## src/hw/rtl/tbf_pkg.sv

```systemverilog
package tbf_pkg;

    // Default width of the file position counter.
    localparam int OFFSET_BITS_DEF = 32;

    // Result roles
    localparam logic [2:0] ROLE_HEADER  = 3'd0;
    localparam logic [2:0] ROLE_ID      = 3'd1;
    localparam logic [2:0] ROLE_BODY    = 3'd2;
    localparam logic [2:0] ROLE_IGNORED = 3'd3;
    localparam logic [2:0] ROLE_END_OK  = 3'd4;
    localparam logic [2:0] ROLE_END_ERR = 3'd5;

    // Error codes
    localparam logic [2:0] ERR_NONE       = 3'd0;
    localparam logic [2:0] ERR_NOT_TZX    = 3'd1;
    localparam logic [2:0] ERR_BAD_VER    = 3'd2;
    localparam logic [2:0] ERR_UNKNOWN    = 3'd3;
    localparam logic [2:0] ERR_HDR_TRUNC  = 3'd4;
    localparam logic [2:0] ERR_DATA_TRUNC = 3'd5;

    // Block layout kinds
    localparam logic [1:0] KIND_UNKNOWN = 2'd0;
    localparam logic [1:0] KIND_FIXED   = 2'd1;
    localparam logic [1:0] KIND_SIZED   = 2'd2;

    typedef struct packed {
        logic [1:0] kind;
        logic [4:0] prefix;  // fixed body length, or length of the header prefix
        logic [4:0] at;      // offset of the count within the prefix
        logic [2:0] size;    // count width in bytes
        logic [1:0] scale;   // count multiplier
    } layout_t;

    typedef struct packed {
        logic [2:0]  byte_role;
        logic [7:0]  block_code;
        logic [31:0] block_start;
        logic [32:0] body_length;
        logic        block_done;
        logic [2:0]  error_code;
    } result_t;

    function automatic layout_t lay(input logic [1:0] kind, input logic [4:0] prefix,
                                    input logic [4:0] at, input logic [2:0] size,
                                    input logic [1:0] scale);
        layout_t l;
        l.kind   = kind;
        l.prefix = prefix;
        l.at     = at;
        l.size   = size;
        l.scale  = scale;
        return l;
    endfunction

    function automatic layout_t describe(input logic [7:0] code);
        layout_t l;
        case (code)
            8'h10:                      l = lay(KIND_SIZED, 5'd4, 5'd2, 3'd2, 2'd1);
            8'h11:                      l = lay(KIND_SIZED, 5'd18, 5'd15, 3'd3, 2'd1);
            8'h12:                      l = lay(KIND_FIXED, 5'd4, 5'd0, 3'd0, 2'd1);
            8'h13:                      l = lay(KIND_SIZED, 5'd1, 5'd0, 3'd1, 2'd2);
            8'h14:                      l = lay(KIND_SIZED, 5'd10, 5'd7, 3'd3, 2'd1);
            8'h15:                      l = lay(KIND_SIZED, 5'd8, 5'd5, 3'd3, 2'd1);
            8'h16, 8'h17, 8'h18, 8'h19: l = lay(KIND_SIZED, 5'd4, 5'd0, 3'd4, 2'd1);
            8'h20:                      l = lay(KIND_FIXED, 5'd2, 5'd0, 3'd0, 2'd1);
            8'h21:                      l = lay(KIND_SIZED, 5'd1, 5'd0, 3'd1, 2'd1);
            8'h22:                      l = lay(KIND_FIXED, 5'd0, 5'd0, 3'd0, 2'd1);
            8'h23, 8'h24:               l = lay(KIND_FIXED, 5'd2, 5'd0, 3'd0, 2'd1);
            8'h25, 8'h27:               l = lay(KIND_FIXED, 5'd0, 5'd0, 3'd0, 2'd1);
            8'h26:                      l = lay(KIND_SIZED, 5'd2, 5'd0, 3'd2, 2'd2);
            8'h28:                      l = lay(KIND_SIZED, 5'd2, 5'd0, 3'd2, 2'd1);
            8'h2a, 8'h2b:               l = lay(KIND_SIZED, 5'd4, 5'd0, 3'd4, 2'd1);
            8'h30:                      l = lay(KIND_SIZED, 5'd1, 5'd0, 3'd1, 2'd1);
            8'h31:                      l = lay(KIND_SIZED, 5'd2, 5'd1, 3'd1, 2'd1);
            8'h32:                      l = lay(KIND_SIZED, 5'd2, 5'd0, 3'd2, 2'd1);
            8'h33:                      l = lay(KIND_SIZED, 5'd1, 5'd0, 3'd1, 2'd3);
            8'h34:                      l = lay(KIND_FIXED, 5'd8, 5'd0, 3'd0, 2'd1);
            8'h35:                      l = lay(KIND_SIZED, 5'd20, 5'd16, 3'd4, 2'd1);
            8'h40:                      l = lay(KIND_SIZED, 5'd4, 5'd1, 3'd3, 2'd1);
            8'h5a:                      l = lay(KIND_FIXED, 5'd9, 5'd0, 3'd0, 2'd1);
            default:                    l = lay(KIND_UNKNOWN, 5'd0, 5'd0, 3'd0, 2'd1);
        endcase
        return l;
    endfunction

    // "ZXTape!" then 0x1a
    function automatic logic [7:0] sig_byte(input logic [2:0] idx);
        logic [7:0] b;
        case (idx)
            3'd0:    b = 8'h5a;
            3'd1:    b = 8'h58;
            3'd2:    b = 8'h54;
            3'd3:    b = 8'h61;
            3'd4:    b = 8'h70;
            3'd5:    b = 8'h65;
            3'd6:    b = 8'h21;
            default: b = 8'h1a;
        endcase
        return b;
    endfunction

endpackage

```

## src/hw/rtl/tzx_block_framer.sv

```systemverilog
// TZX block framer.
// Input channel (s_*): one beat per image byte on s_data_byte; a beat with
//   s_end_of_stream high carries no byte and closes the image.
// Result channel (m_*): exactly one beat per input beat, in order: the byte's
//   role, the current block's id, start offset and body length, a
//   block-complete flag and the sticky error code.
// Path: an input beat is held in the input register, then passes through the
//   framing logic into the result register, which drives m_valid; a stall
//   can hold it in the input register while the result register is full.
// Throughput: one beat per cycle while m_ready stays high; the only loop is
//   the framing state update, which is combinational between its registers.
// Stall: when m_ready is low the result register holds; the input register
//   still takes one more beat, then s_ready falls until the result drains.
//   Nothing is dropped or repeated.
// Reset (aresetn low, synchronous): both registers empty, framer back in the
//   signature phase with position and errors cleared. An end beat does the
//   same to the framing state, ready for the next image.
// OFFSET_BITS sets the width of the file position counter; m_block_start
//   shows its low 32 bits.
module tzx_block_framer
    import tbf_pkg::*;
#(
    parameter int OFFSET_BITS = OFFSET_BITS_DEF
) (
    input  logic        aclk,
    input  logic        aresetn,
    input  logic        s_valid,
    output logic        s_ready,
    input  logic [7:0]  s_data_byte,
    input  logic        s_end_of_stream,
    output logic        m_valid,
    input  logic        m_ready,
    output logic [2:0]  m_byte_role,
    output logic [7:0]  m_block_code,
    output logic [31:0] m_block_start,
    output logic [32:0] m_body_length,
    output logic        m_block_done,
    output logic [2:0]  m_error_code
);

    logic       in_valid;
    logic [7:0] in_data_byte;
    logic       in_end_of_stream;
    logic       can_load;
    logic       advance;
    result_t    res;

    // a held beat moves on when the result register has room
    assign advance = in_valid && can_load;

    tbf_in_reg u_in (
        .aclk             (aclk),
        .aresetn          (aresetn),
        .s_valid          (s_valid),
        .s_ready          (s_ready),
        .s_data_byte      (s_data_byte),
        .s_end_of_stream  (s_end_of_stream),
        .advance          (advance),
        .in_valid         (in_valid),
        .in_data_byte     (in_data_byte),
        .in_end_of_stream (in_end_of_stream)
    );

    tbf_parser #(
        .OFFSET_BITS (OFFSET_BITS)
    ) u_parser (
        .aclk          (aclk),
        .aresetn       (aresetn),
        .take          (advance),
        .data_byte     (in_data_byte),
        .end_of_stream (in_end_of_stream),
        .res           (res)
    );

    tbf_out_reg u_out (
        .aclk          (aclk),
        .aresetn       (aresetn),
        .load          (advance),
        .res           (res),
        .can_load      (can_load),
        .m_valid       (m_valid),
        .m_ready       (m_ready),
        .m_byte_role   (m_byte_role),
        .m_block_code  (m_block_code),
        .m_block_start (m_block_start),
        .m_body_length (m_body_length),
        .m_block_done  (m_block_done),
        .m_error_code  (m_error_code)
    );

endmodule

```

## src/hw/rtl/tbf_in_reg.sv

```systemverilog
module tbf_in_reg
    import tbf_pkg::*;
(
    input  logic       aclk,
    input  logic       aresetn,
    input  logic       s_valid,
    output logic       s_ready,
    input  logic [7:0] s_data_byte,
    input  logic       s_end_of_stream,
    input  logic       advance,
    output logic       in_valid,
    output logic [7:0] in_data_byte,
    output logic       in_end_of_stream
);

    logic       valid_reg;
    logic       valid_next;
    logic [7:0] data_reg;
    logic       eos_reg;
    logic       load;

    assign s_ready = !valid_reg || advance;
    assign load    = s_valid && s_ready;

    always_comb begin
        valid_next = valid_reg;
        if (load) begin
            valid_next = 1'b1;
        end else if (advance) begin
            valid_next = 1'b0;
        end
    end

    always_ff @(posedge aclk) begin
        if (!aresetn) begin
            valid_reg <= 1'b0;
        end else begin
            valid_reg <= valid_next;
        end
    end

    always_ff @(posedge aclk) begin
        if (load) begin
            data_reg <= s_data_byte;
            eos_reg  <= s_end_of_stream;
        end
    end

    assign in_valid         = valid_reg;
    assign in_data_byte     = data_reg;
    assign in_end_of_stream = eos_reg;

endmodule

```

## src/hw/rtl/tbf_parser.sv

```systemverilog
module tbf_parser
    import tbf_pkg::*;
#(
    parameter int OFFSET_BITS = OFFSET_BITS_DEF
) (
    input  logic       aclk,
    input  logic       aresetn,
    input  logic       take,
    input  logic [7:0] data_byte,
    input  logic       end_of_stream,
    output result_t    res
);

    localparam logic [2:0] PH_SIG    = 3'd0;
    localparam logic [2:0] PH_ID     = 3'd1;
    localparam logic [2:0] PH_PREFIX = 3'd2;
    localparam logic [2:0] PH_BODY   = 3'd3;
    localparam logic [2:0] PH_ERR    = 3'd4;

    logic [2:0]             phase_reg,   phase_next;
    logic [32:0]            index_reg,   index_next;
    logic [7:0]             code_reg,    code_next;
    logic [31:0]            count_reg,   count_next;
    logic [32:0]            length_reg,  length_next;
    logic [OFFSET_BITS-1:0] pos_reg,     pos_next;
    logic [OFFSET_BITS-1:0] origin_reg,  origin_next;
    logic [2:0]             sticky_reg,  sticky_next;

    layout_t                   lay_new;
    layout_t                   lay_cur;
    logic [32:0]               index_inc;
    logic [4:0]                pidx;
    logic [4:0]                diff;
    logic [32:0]               scaled;
    logic [2:0]                end_err;
    logic [OFFSET_BITS+31:0]   origin_ext;
    logic [OFFSET_BITS+31:0]   pos_ext;

    assign lay_new    = describe(data_byte);
    assign lay_cur    = describe(code_reg);
    assign index_inc  = index_reg + 33'd1;
    assign pidx       = index_reg[4:0];
    assign diff       = pidx - lay_cur.at;
    assign origin_ext = {32'd0, origin_reg};
    assign pos_ext    = {32'd0, pos_reg};

    always_comb begin
        phase_next  = phase_reg;
        index_next  = index_reg;
        code_next   = code_reg;
        count_next  = count_reg;
        length_next = length_reg;
        pos_next    = pos_reg + {{(OFFSET_BITS-1){1'b0}}, 1'b1};
        origin_next = origin_reg;
        sticky_next = sticky_reg;
        scaled      = '0;
        end_err     = ERR_NONE;
        res         = '0;

        if (end_of_stream) begin
            if (sticky_reg != ERR_NONE) begin
                end_err = sticky_reg;
            end else if (phase_reg == PH_SIG) begin
                end_err = ERR_NOT_TZX;
            end else if (phase_reg == PH_PREFIX) begin
                end_err = ERR_HDR_TRUNC;
            end else if (phase_reg == PH_BODY) begin
                end_err = ERR_DATA_TRUNC;
            end
            res.byte_role  = (end_err != ERR_NONE) ? ROLE_END_ERR : ROLE_END_OK;
            res.error_code = end_err;
            // back to the reset state for the next image
            phase_next  = PH_SIG;
            index_next  = '0;
            code_next   = '0;
            count_next  = '0;
            length_next = '0;
            pos_next    = '0;
            origin_next = '0;
            sticky_next = ERR_NONE;
        end else begin
            case (phase_reg)
                PH_SIG: begin
                    index_next = index_inc;
                    if (index_reg[3:0] < 4'd8) begin
                        if (data_byte != sig_byte(index_reg[2:0])) begin
                            sticky_next = ERR_NOT_TZX;
                            phase_next  = PH_ERR;
                        end
                    end else if (index_reg[3:0] == 4'd8) begin
                        count_next = {24'd0, data_byte};
                    end else if (count_reg > 32'd1) begin
                        sticky_next = ERR_BAD_VER;
                        phase_next  = PH_ERR;
                    end else begin
                        phase_next = PH_ID;
                        index_next = '0;
                        count_next = '0;
                    end
                    res.byte_role  = ROLE_HEADER;
                    res.error_code = sticky_next;
                end
                PH_ID: begin
                    code_next   = data_byte;
                    origin_next = pos_reg;
                    index_next  = '0;
                    count_next  = '0;
                    length_next = '0;
                    case (lay_new.kind)
                        KIND_FIXED: begin
                            length_next = {28'd0, lay_new.prefix};
                            if (lay_new.prefix == 5'd0) begin
                                res.block_done = 1'b1;
                            end else begin
                                phase_next = PH_BODY;
                            end
                        end
                        KIND_SIZED: begin
                            phase_next = PH_PREFIX;
                        end
                        default: begin
                            sticky_next = ERR_UNKNOWN;
                            phase_next  = PH_ERR;
                        end
                    endcase
                    res.byte_role   = ROLE_ID;
                    res.block_code  = data_byte;
                    res.block_start = pos_ext[31:0];
                    res.body_length = length_next;
                    res.error_code  = sticky_next;
                end
                PH_PREFIX: begin
                    // gather the little-endian count as it passes
                    if (pidx >= lay_cur.at && diff < {2'd0, lay_cur.size}) begin
                        count_next = count_reg | ({24'd0, data_byte} << {diff[1:0], 3'b000});
                    end
                    index_next = index_inc;
                    if (index_inc >= {28'd0, lay_cur.prefix}) begin
                        case (lay_cur.scale)
                            2'd2:    scaled = {count_next, 1'b0};
                            2'd3:    scaled = {1'b0, count_next} + {count_next, 1'b0};
                            default: scaled = {1'b0, count_next};
                        endcase
                        length_next = scaled + {28'd0, lay_cur.prefix};
                        if (length_next == index_inc) begin
                            res.block_done = 1'b1;
                            phase_next     = PH_ID;
                        end else begin
                            phase_next = PH_BODY;
                        end
                    end
                    res.byte_role   = ROLE_BODY;
                    res.block_code  = code_reg;
                    res.block_start = origin_ext[31:0];
                    res.body_length = length_next;
                end
                PH_BODY: begin
                    index_next = index_inc;
                    if (index_inc >= length_reg) begin
                        res.block_done = 1'b1;
                        phase_next     = PH_ID;
                    end
                    res.byte_role   = ROLE_BODY;
                    res.block_code  = code_reg;
                    res.block_start = origin_ext[31:0];
                    res.body_length = length_reg;
                end
                default: begin
                    res.byte_role  = ROLE_IGNORED;
                    res.error_code = sticky_reg;
                end
            endcase
        end
    end

    always_ff @(posedge aclk) begin
        if (!aresetn) begin
            phase_reg  <= PH_SIG;
            index_reg  <= '0;
            code_reg   <= '0;
            count_reg  <= '0;
            length_reg <= '0;
            pos_reg    <= '0;
            origin_reg <= '0;
            sticky_reg <= ERR_NONE;
        end else if (take) begin
            phase_reg  <= phase_next;
            index_reg  <= index_next;
            code_reg   <= code_next;
            count_reg  <= count_next;
            length_reg <= length_next;
            pos_reg    <= pos_next;
            origin_reg <= origin_next;
            sticky_reg <= sticky_next;
        end
    end

endmodule

```

## src/hw/rtl/tbf_out_reg.sv

```systemverilog
module tbf_out_reg
    import tbf_pkg::*;
(
    input  logic        aclk,
    input  logic        aresetn,
    input  logic        load,
    input  result_t     res,
    output logic        can_load,
    output logic        m_valid,
    input  logic        m_ready,
    output logic [2:0]  m_byte_role,
    output logic [7:0]  m_block_code,
    output logic [31:0] m_block_start,
    output logic [32:0] m_body_length,
    output logic        m_block_done,
    output logic [2:0]  m_error_code
);

    logic    valid_reg;
    logic    valid_next;
    result_t res_reg;

    assign can_load = !valid_reg || m_ready;

    always_comb begin
        valid_next = valid_reg;
        if (load) begin
            valid_next = 1'b1;
        end else if (m_ready) begin
            valid_next = 1'b0;
        end
    end

    always_ff @(posedge aclk) begin
        if (!aresetn) begin
            valid_reg <= 1'b0;
        end else begin
            valid_reg <= valid_next;
        end
    end

    always_ff @(posedge aclk) begin
        if (load) begin
            res_reg <= res;
        end
    end

    assign m_valid       = valid_reg;
    assign m_byte_role   = res_reg.byte_role;
    assign m_block_code  = res_reg.block_code;
    assign m_block_start = res_reg.block_start;
    assign m_body_length = res_reg.body_length;
    assign m_block_done  = res_reg.block_done;
    assign m_error_code  = res_reg.error_code;

endmodule
```

## config.mk

```make
export PLATFORM = sky130hd
export DESIGN_NAME = tzx_block_framer
export DESIGN_NICKNAME = d
export VERILOG_FILES = /design/src/hw/rtl/tbf_pkg.sv /design/src/hw/rtl/tzx_block_framer.sv /design/src/hw/rtl/tbf_in_reg.sv /design/src/hw/rtl/tbf_parser.sv /design/src/hw/rtl/tbf_out_reg.sv
export SDC_FILE = /design/constraint.sdc
export NUM_CORES = 1
export LEC_CHECK = 0
export BUFFER_PORTS_ARGS = -buffer_cell sky130_fd_sc_hd__buf_4
export CAP_MARGIN = 20
export CORE_MARGIN = 10
export CORE_UTILIZATION = 54
export CTS_CLUSTER_SIZE = 8
export DETAILED_ROUTE_END_ITERATION = 10
export PLACE_DENSITY = 0.71
export SETUP_SLACK_MARGIN = 0.2
export SLEW_MARGIN = 10
export SYNTH_ARGS = -nofsm -noshare
export SYNTH_HDL_FRONTEND = slang
export SYNTH_MEMORY_MAX_BITS = 65536
export SYNTH_SLANG_ARGS = --single-unit
```

## constraint.sdc

```tcl
create_clock -name aclk -period 10.25 [get_ports aclk]
set_input_delay 2.5625 -clock aclk [delete_from_list [all_inputs] [get_ports aclk]]
set_output_delay 2.5625 -clock aclk [all_outputs]
set_load 0.005 [all_outputs]
```

## After elaboration in Yosys (flattened, before gate mapping)

Memory sizes are Yosys's and may differ from the RTL's. A register that Yosys moved wholly into a read port is not among the register bits.
Cells that the tools add are included.

- Bits in registers: 267
- Bits in read-only memories: 4352
- Output and inout bits: 82
- Word-level logic and storage cells: 157
- Memories: 2

- $add $sub $neg: 5
- Magnitude comparators: 6
- Eq/ne operators: 23
- Shifts and indexed selects: 1
- Mux-type cells: 73
- Bitwise logic cells: 1
- Reduce and logical (&&, ||, !) cells: 28

Memory list:

| memory | words | width | read ports | clocked after memory_dff | wr ports | line | source |
|---|---|---|---|---|---|---|---|
| (no name shown) | 128 | 17 | 1 | 1 | 0 | tbf_pkg.sv:58 | `case (code)` |
| (no name shown) | 128 | 17 | 1 | 1 | 0 | tbf_pkg.sv:58 |  |

Operators with widths:

| operator | number |
|---|---|
| $mux W32 | 10 |
| $mux W33 | 9 |
| $pmux W74 S3 | 1 |
| $pmux W33 S2 | 2 |
| $pmux W33 S3 | 1 |
| $pmux W32 S3 | 1 |
| $mux W3 | 21 |
| $pmux W7 S7 | 1 |
| $mux W8 | 5 |
| $add A32 B33 Y33 | 1 |
| $add A33 B1 Y33 const B | 1 |
| $add A33 B5 Y33 | 1 |
| $eq A33 B33 Y1 | 1 |
| $ge A33 B33 Y1 | 1 |
| $ge A33 B5 Y1 | 1 |
| $add A32 B1 Y32 const B | 1 |
| $gt A32 B1 Y1 const B | 1 |
| $or A32 B32 Y32 | 1 |
| $shl A8 B5 Y32 | 1 |
| $mux W7 | 3 |
| $mux W17 | 1 |
| $ne A4 B4 Y1 const B | 4 |
| $mux W15 | 1 |
| $eq A3 B2 Y1 const B | 4 |
| other kinds (31) | 63 |

## Longest topological paths before layout

- Depth after elaboration: 18
- Mapped depth: 36

## Cells and area by module

From an unflattened synthesis, not the netlist that was laid out.

- Cells, all modules: 2433
- Area total of the unflattened synthesis: 19551.3 µm²

By module, submodules not included:

| module | times used | cells each | area an instance (µm²) | sequential area each (µm²) |
|---|---|---|---|---|
| tbf_parser | 1 | 2334 | 16766.1 | 3823.7 |
| tbf_out_reg | 1 | 84 | 2451.1 | 2422.3 |
| tbf_in_reg | 1 | 14 | 327.8 | 290.3 |
| tzx_block_framer | 1 | 1 | 6.3 | 0.0 |

## Least setup slack after synthesis

No wires, ideal clock.

- Path kind: register to register
- From: reg u_parser.code_reg[7]
- To: reg u_parser.phase_reg[1]
- Library setup time: 0.117 ns
- Arrival time: 7.076 ns
- Setup slack: 3.057 ns
- Cell stages (with the launch flop): 33
- Path buffers: 3
- Path through: dfxtp_1 clkbuf_1 nor2b_1 ha_1 inv_1 fa_1 ha_1 o21ai_0 nor2_1 and4b_1 buf_2 a21o_1 ha_1 fa_1 xnor2_1 nand2_1 o211ai_1 o21ai_0 ha_1 o21a_1 o31a_1 nor2_1 a211oi_1 a22o_1 clkbuf_1 o2111ai_2 nor4_4 nor3_1 or4_1 or4_1 nor4_2 nand4_1 a22o_1

- Longest elaborated chain between the ends: 18
- Elaborated cells on any way between the ends: 26
- Those cells by class: 3 x add/sub; 3 x order compare; 4 x eq/ne; 1 x shift; 12 x mux; 1 x bitwise; 2 x reduce/logical

RTL lines:

| item | line | source |
|---|---|---|
| start: declaration | tbf_parser.sv:22 | `logic [7:0] code_reg, code_next;` |
| start signal: assignment | tbf_parser.sv:189 | `code_reg <= code_next;` |
| $mux W15 * | tbf_pkg.sv:58 |  |
| $sub A5 B5 Y5 | tbf_parser.sv:43 | `assign diff = pidx - lay_cur.at;` |
| $shl A8 B5 Y32 or $lt A5 B3 Y1 (tied branches) | tbf_parser.sv:135, tbf_parser.sv:134 |  |
| $or A32 B32 Y32 or $logic_and A1 B1 Y1 (tied branches) | tbf_parser.sv:135, tbf_parser.sv:134 |  |
| $mux W32 | tbf_parser.sv:134 | `if (pidx >= lay_cur.at && diff < {2'd0, lay_cur.size}) begin` |
| $mux W32 | tbf_parser.sv:82 | `case (phase_reg)` |
| $mux W32 | tbf_parser.sv:60 | `if (end_of_stream) begin` |
| $add A32 B33 Y33 | tbf_parser.sv:141 | `2'd3: scaled = {1'b0, count_next} + {count_next, 1'b0};` |
| (+2 left out) | n/a |  |
| $mux W33 | tbf_parser.sv:82 |  |
| $mux W33 | tbf_parser.sv:60 |  |
| $add A33 B5 Y33 | tbf_parser.sv:144 | `length_next = scaled + {28'd0, lay_cur.prefix};` |
| $eq A33 B33 Y1 | tbf_parser.sv:145 | `if (length_next == index_inc) begin` |
| $mux W2 | tbf_parser.sv:145 |  |
| $mux W3 | tbf_parser.sv:138 | `if (index_inc >= {28'd0, lay_cur.prefix}) begin` |
| $pmux W3 S4 | tbf_parser.sv:82 |  |
| $mux W3 | tbf_parser.sv:60 |  |
| end signal: assignment | tbf_parser.sv:187 | `phase_reg <= phase_next;` |
| end: declaration | tbf_parser.sv:20 | `logic [2:0] phase_reg, phase_next;` |

Every way passes the cells marked *; elsewhere a longest branch is shown, timed or not. The select of a mux whose other input is x is not followed.
A chain may end at the register's enable or synchronous reset.

## Worst setup path after layout

- From: reg u_parser.index_reg[0]
- To: reg u_parser.phase_reg[1]

- Longest elaborated chain between the ends: 17
- Elaborated cells on any way between the ends: 43
- Those cells by class: 4 x add/sub; 5 x order compare; 13 x eq/ne; 1 x shift; 16 x mux; 1 x bitwise; 3 x reduce/logical

RTL lines:

| item | line | source |
|---|---|---|
| start: declaration | tbf_parser.sv:21 | `logic [32:0] index_reg, index_next;` |
| start signal: assignment | tbf_parser.sv:188 | `index_reg <= index_next;` |
| $sub A5 B5 Y5 | tbf_parser.sv:43 |  |
| $shl A8 B5 Y32 or $lt A5 B3 Y1 (tied branches) | tbf_parser.sv:135, tbf_parser.sv:134 |  |
| $or A32 B32 Y32 or $logic_and A1 B1 Y1 (tied branches) | tbf_parser.sv:135, tbf_parser.sv:134 |  |
| $mux W32 | tbf_parser.sv:134 |  |
| $mux W32 | tbf_parser.sv:82 |  |
| $mux W32 | tbf_parser.sv:60 |  |
| $add A32 B33 Y33 | tbf_parser.sv:141 |  |
| $pmux W33 S2 | tbf_parser.sv:139 | `case (lay_cur.scale)` |
| $mux W33 | tbf_parser.sv:138 |  |
| $mux W33 | tbf_parser.sv:82 |  |
| $mux W33 | tbf_parser.sv:60 |  |
| $add A33 B5 Y33 | tbf_parser.sv:144 |  |
| $eq A33 B33 Y1 | tbf_parser.sv:145 |  |
| $mux W2 | tbf_parser.sv:145 |  |
| $mux W3 | tbf_parser.sv:138 |  |
| $pmux W3 S4 | tbf_parser.sv:82 |  |
| $mux W3 | tbf_parser.sv:60 |  |

Several ways; a longest one is shown, not always the timed one. The select of a mux whose other input is x is not followed.

==> metrics.md <==
| Metric | Value |
|---|---|
| Req. time, crit path | `10.71 ns` |
| PostCTS Resize Cnt | `0` |
| Delay-heaviest family, CP | `simple AND/OR/NAND/NOR gates` |
| Crit path max fanout | `11` |
| Power Internal | `2.03 mW` |
| Synth area leaders | `dfxtp_1, edfxtp_1, ha_1, a21oi_1, nor2b_1` |
| Clock transition at path regs | `0.05 ns` |
| Combinational cell fraction of total power | `5.7%` |
| Post-Synthesis Cells | `2407` |
| Yosys reg bits | `289` |
| Nets | `2547` |
| Reg-to-reg startpoint | `u_parser.index_reg[0]` |
| Final Wtd Congestion | `0.976` |
| Synthesized area | `20000 µm²` |
| Starting Density | `54.7%` |
| Cell accounting for the most synthesized area | `dfxtp_1` |
| Arrival time worst endpoint | `8.86 ns` |
| Max cap viols | `0` |
| Hold Path Depth | `2` |
| Period utilization | `82.0%` |
| R2R Setup Slk | `1.85 ns` |
| Max Root-Sink Buffers | `3` |
| Top cell by count, worst path | `ha_1` |
| Sw frac | `23.7%` |
| Root cell of the clock tree | `clkbuf_16` |
| Area grow syn2layout | `11.2%` |
| Final setup fails | `0` |
| Vias in the first global route | `17400` |
| Initial DRC count | `2305` |
| # Post-CTS Setup Buffers | `0` |
| Die Y | `213 µm` |
| WP buf/inv | `2` |
| Seq/Total Area, Yosys | `33.3%` |
| Kind of critical path | `flip-flop to flip-flop` |
| Main flop type after synthesis | `dfxtp_1` |
| Clock network power share | `48.5%` |
| Worst path slowest cell | `a221oi_1` |
| Die ar. | `45200 µm²` |
| Asr flop ratio synth | `0%` |
| Worst-Skew Late Latency | `0.56 ns` |
| GR Util met3 | `4.46%` |
| Area share of the largest cell type after synthesis | `20.0%` |
| Htree depth | `2` |
| Rows | `70` |
| Reg2reg end | `u_parser.phase_reg[1]` |
| Hold EP | `u_parser.count_reg[27]` |
| Top Ports | `95` |
| Post-synth cell types | `97` |
| Hpwl dp | `45.8 mm` |
| Fmax | `119 MHz` |
| Initial antenna violation count | `0` |
| Hold_sp | `u_parser.count_reg[27]` |
| Residual DRC | `0` |
| Post-synth EDFFs | `89` |
| Peak supply drop | `0.111 mV` |
| Clock skew | `0.0185 ns` |
| M1 GR Usage | `38.8%` |
| CP endpoint kind | `flip-flop` |
| IO Port Bufs | `94` |
| DRT antenna net count | `0` |
| CP max stage delay | `0.62 ns` |
| Clock period minus worst slack | `8.40 ns` |
| Die Span X | `213 µm` |
| Largest net degree at the start of global routing | `113` |
| First-pass GRT wire length | `98.2 mm` |
| DR WL/cell | `21.6 µm` |
| CTS tree | `built` |
| Hold bufs inserted after CTS | `0` |
| Syn. warnings | `0` |
| Initial DRT Pass Iterations | `6` |
| Pwr Density | `119 nW/µm²` |
| Final core occ | `60.9%` |
| Mapped Avg Cell Area | `8.32 µm²` |
| Slew Viols, Final | `0` |
| GR Util met2 | `41.1%` |
| Actual slew at the worst max-slew pin | `1.10 ns` |
| Fraction of layout cells with a size suffix above 1 | `9.09%` |
| Num CTS Buffers | `42` |
| Worst setup SP type | `flip-flop` |
| Fin. Hold Viols | `0` |
| GR Util All Layers | `27.1%` |
| Setup TNS | `0 ns` |
| RSZ-0062 raised after global routing | `false` |
| Reg power frac | `45.8%` |
| Max_slew headroom | `26.5%` |
| Vias/cell | `6.47` |
| Cell with the most instances after synthesis | `nand2_1` |
| Global route hottest layer | `met2` |
| Clk sinks | `289` |
| Status | `completed` |
| Crit path cell chain | `inv_1, ha_1, inv_1, fa_1, ha_1, o21ai_0, nor2_1, and4b_1, a21o_1, ha_1, fa_1, a21o_1, a221o_1, a221oi_1, mux2i_1, a221oi_2, o21ai_1, nor4_4, nor3_1, or4_1, or4_1, nor4_2, nand4_1, a22o_1` |
| Detailed-route via count | `19000` |
| Leakage power | `8.45 nW` |
| Switching power | `629 µW` |
| Most frequent cells after synthesis | `nand2_1, dfxtp_1, nor2_1` |
| R2R cell count | `24` |
| GRT overflow | `0` |
| Final wirelength | `63.3 mm` |
| Tightest Hold Check Type | `flip-flop to flip-flop` |
| Syn_nets | `2521` |
| Crit path from | `u_parser.index_reg[0]` |
| Core Area | `36600 µm²` |
layer usage:
metal,wire (µm),up-vias,share of wire (%)
li1,-,8924,-
met1,28300,9066,45
met2,27900,876,44
met3,5550,113,8.8
met4,1550,0,2.4
met5,0,-,0
cells by family after synthesis:
| kind of cell | count (synthesis) | share of synthesized area [%] |
|---|---|---|
| compound gates | 699 | 24.2 |
| xor+xnor | 130 | 6.23 |
| fa+ha+maj | 101 | 6.42 |
| buf+inv | 257 | 5.00 |
| flops | 289 | 33.3 |
| mux | 24 | 1.23 |
| simple gates | 907 | 23.6 |
layout make-up:
cell class	instances	area (µm²)
fillers	3245	14300
multi-input cells	1861	12400
flip-flops and latches	289	6680
clock buffers	70	1170
repair buffers	125	958
well taps	468	586
inverters	114	430
clock inverters	4	60.1
diodes	1	2.50
per-stage QoR:
stage          cell area, µm²  std cells  worst slack (ns)  hold slack, ns  total power [mW]
2_1_floorplan           20000       2407              3.06           0.450              1.32
3_3_place_gp            21000       2854              2.19           0.479              1.39
3_5_place_dp            21000       2855              1.96           0.489              1.39
4_1_cts                 22300       2929              1.95           0.500              2.67
5_1_grt                 22300       2931              1.38           0.518              2.73
6_report                22300       2932              1.85           0.506              2.66
worst min-delay path, stage by stage, from the launching register on:
cell	delay (ns)
dfxtp_1	0.32
nand2_1	0.06
a21boi_0	0.07
how the worst max path moves through the flow:
stage	cells after the start	slack, ns	endpoint
detailed placement	24	1.96	u_parser.phase_reg[1]
global route	24	1.38	u_parser.phase_reg[1]
floorplan	32	3.06	u_parser.phase_reg[1]
global placement	24	2.19	u_parser.phase_reg[1]
CTS	24	1.95	u_parser.phase_reg[1]
finish	24	1.85	u_parser.phase_reg[1]
placed cells by master, fill, tap and decap left out, drive strengths merged, types with 16 or more instances in the layout:
| cell type | n |
|---|---|
| a21o | 40 |
| a211oi | 31 |
| nor2 | 189 |
| o211ai | 29 |
| and2 | 40 |
| o21a | 18 |
| nor2b | 125 |
| dfxtp | 200 |
| xnor2 | 66 |
| nand3 | 54 |
| a22o | 52 |
| inv | 114 |
| or3 | 25 |
| and3 | 20 |
| o21ai | 108 |
| nand4 | 57 |
| edfxtp | 89 |
| ha | 98 |
| mux2i | 19 |
| nor3 | 71 |
| nand2b | 34 |
| nand2 | 204 |
| a22oi | 91 |
| a31oi | 18 |
| buf | 124 |
| a21oi | 167 |
| and4 | 16 |
| nor4 | 27 |
| xor2 | 56 |
| clkbuf | 70 |
power groups by stage:
stage	Clock (mW)	Combinational, mW	Sequential [mW]
after floorplan	0	0.0905	1.23
after global placement	0	0.148	1.24
after detailed placement	0	0.149	1.24
after CTS	1.31	0.150	1.22
after global routing	1.35	0.164	1.22
final	1.29	0.151	1.22
Note: power is estimated with default switching activity, not from simulation.
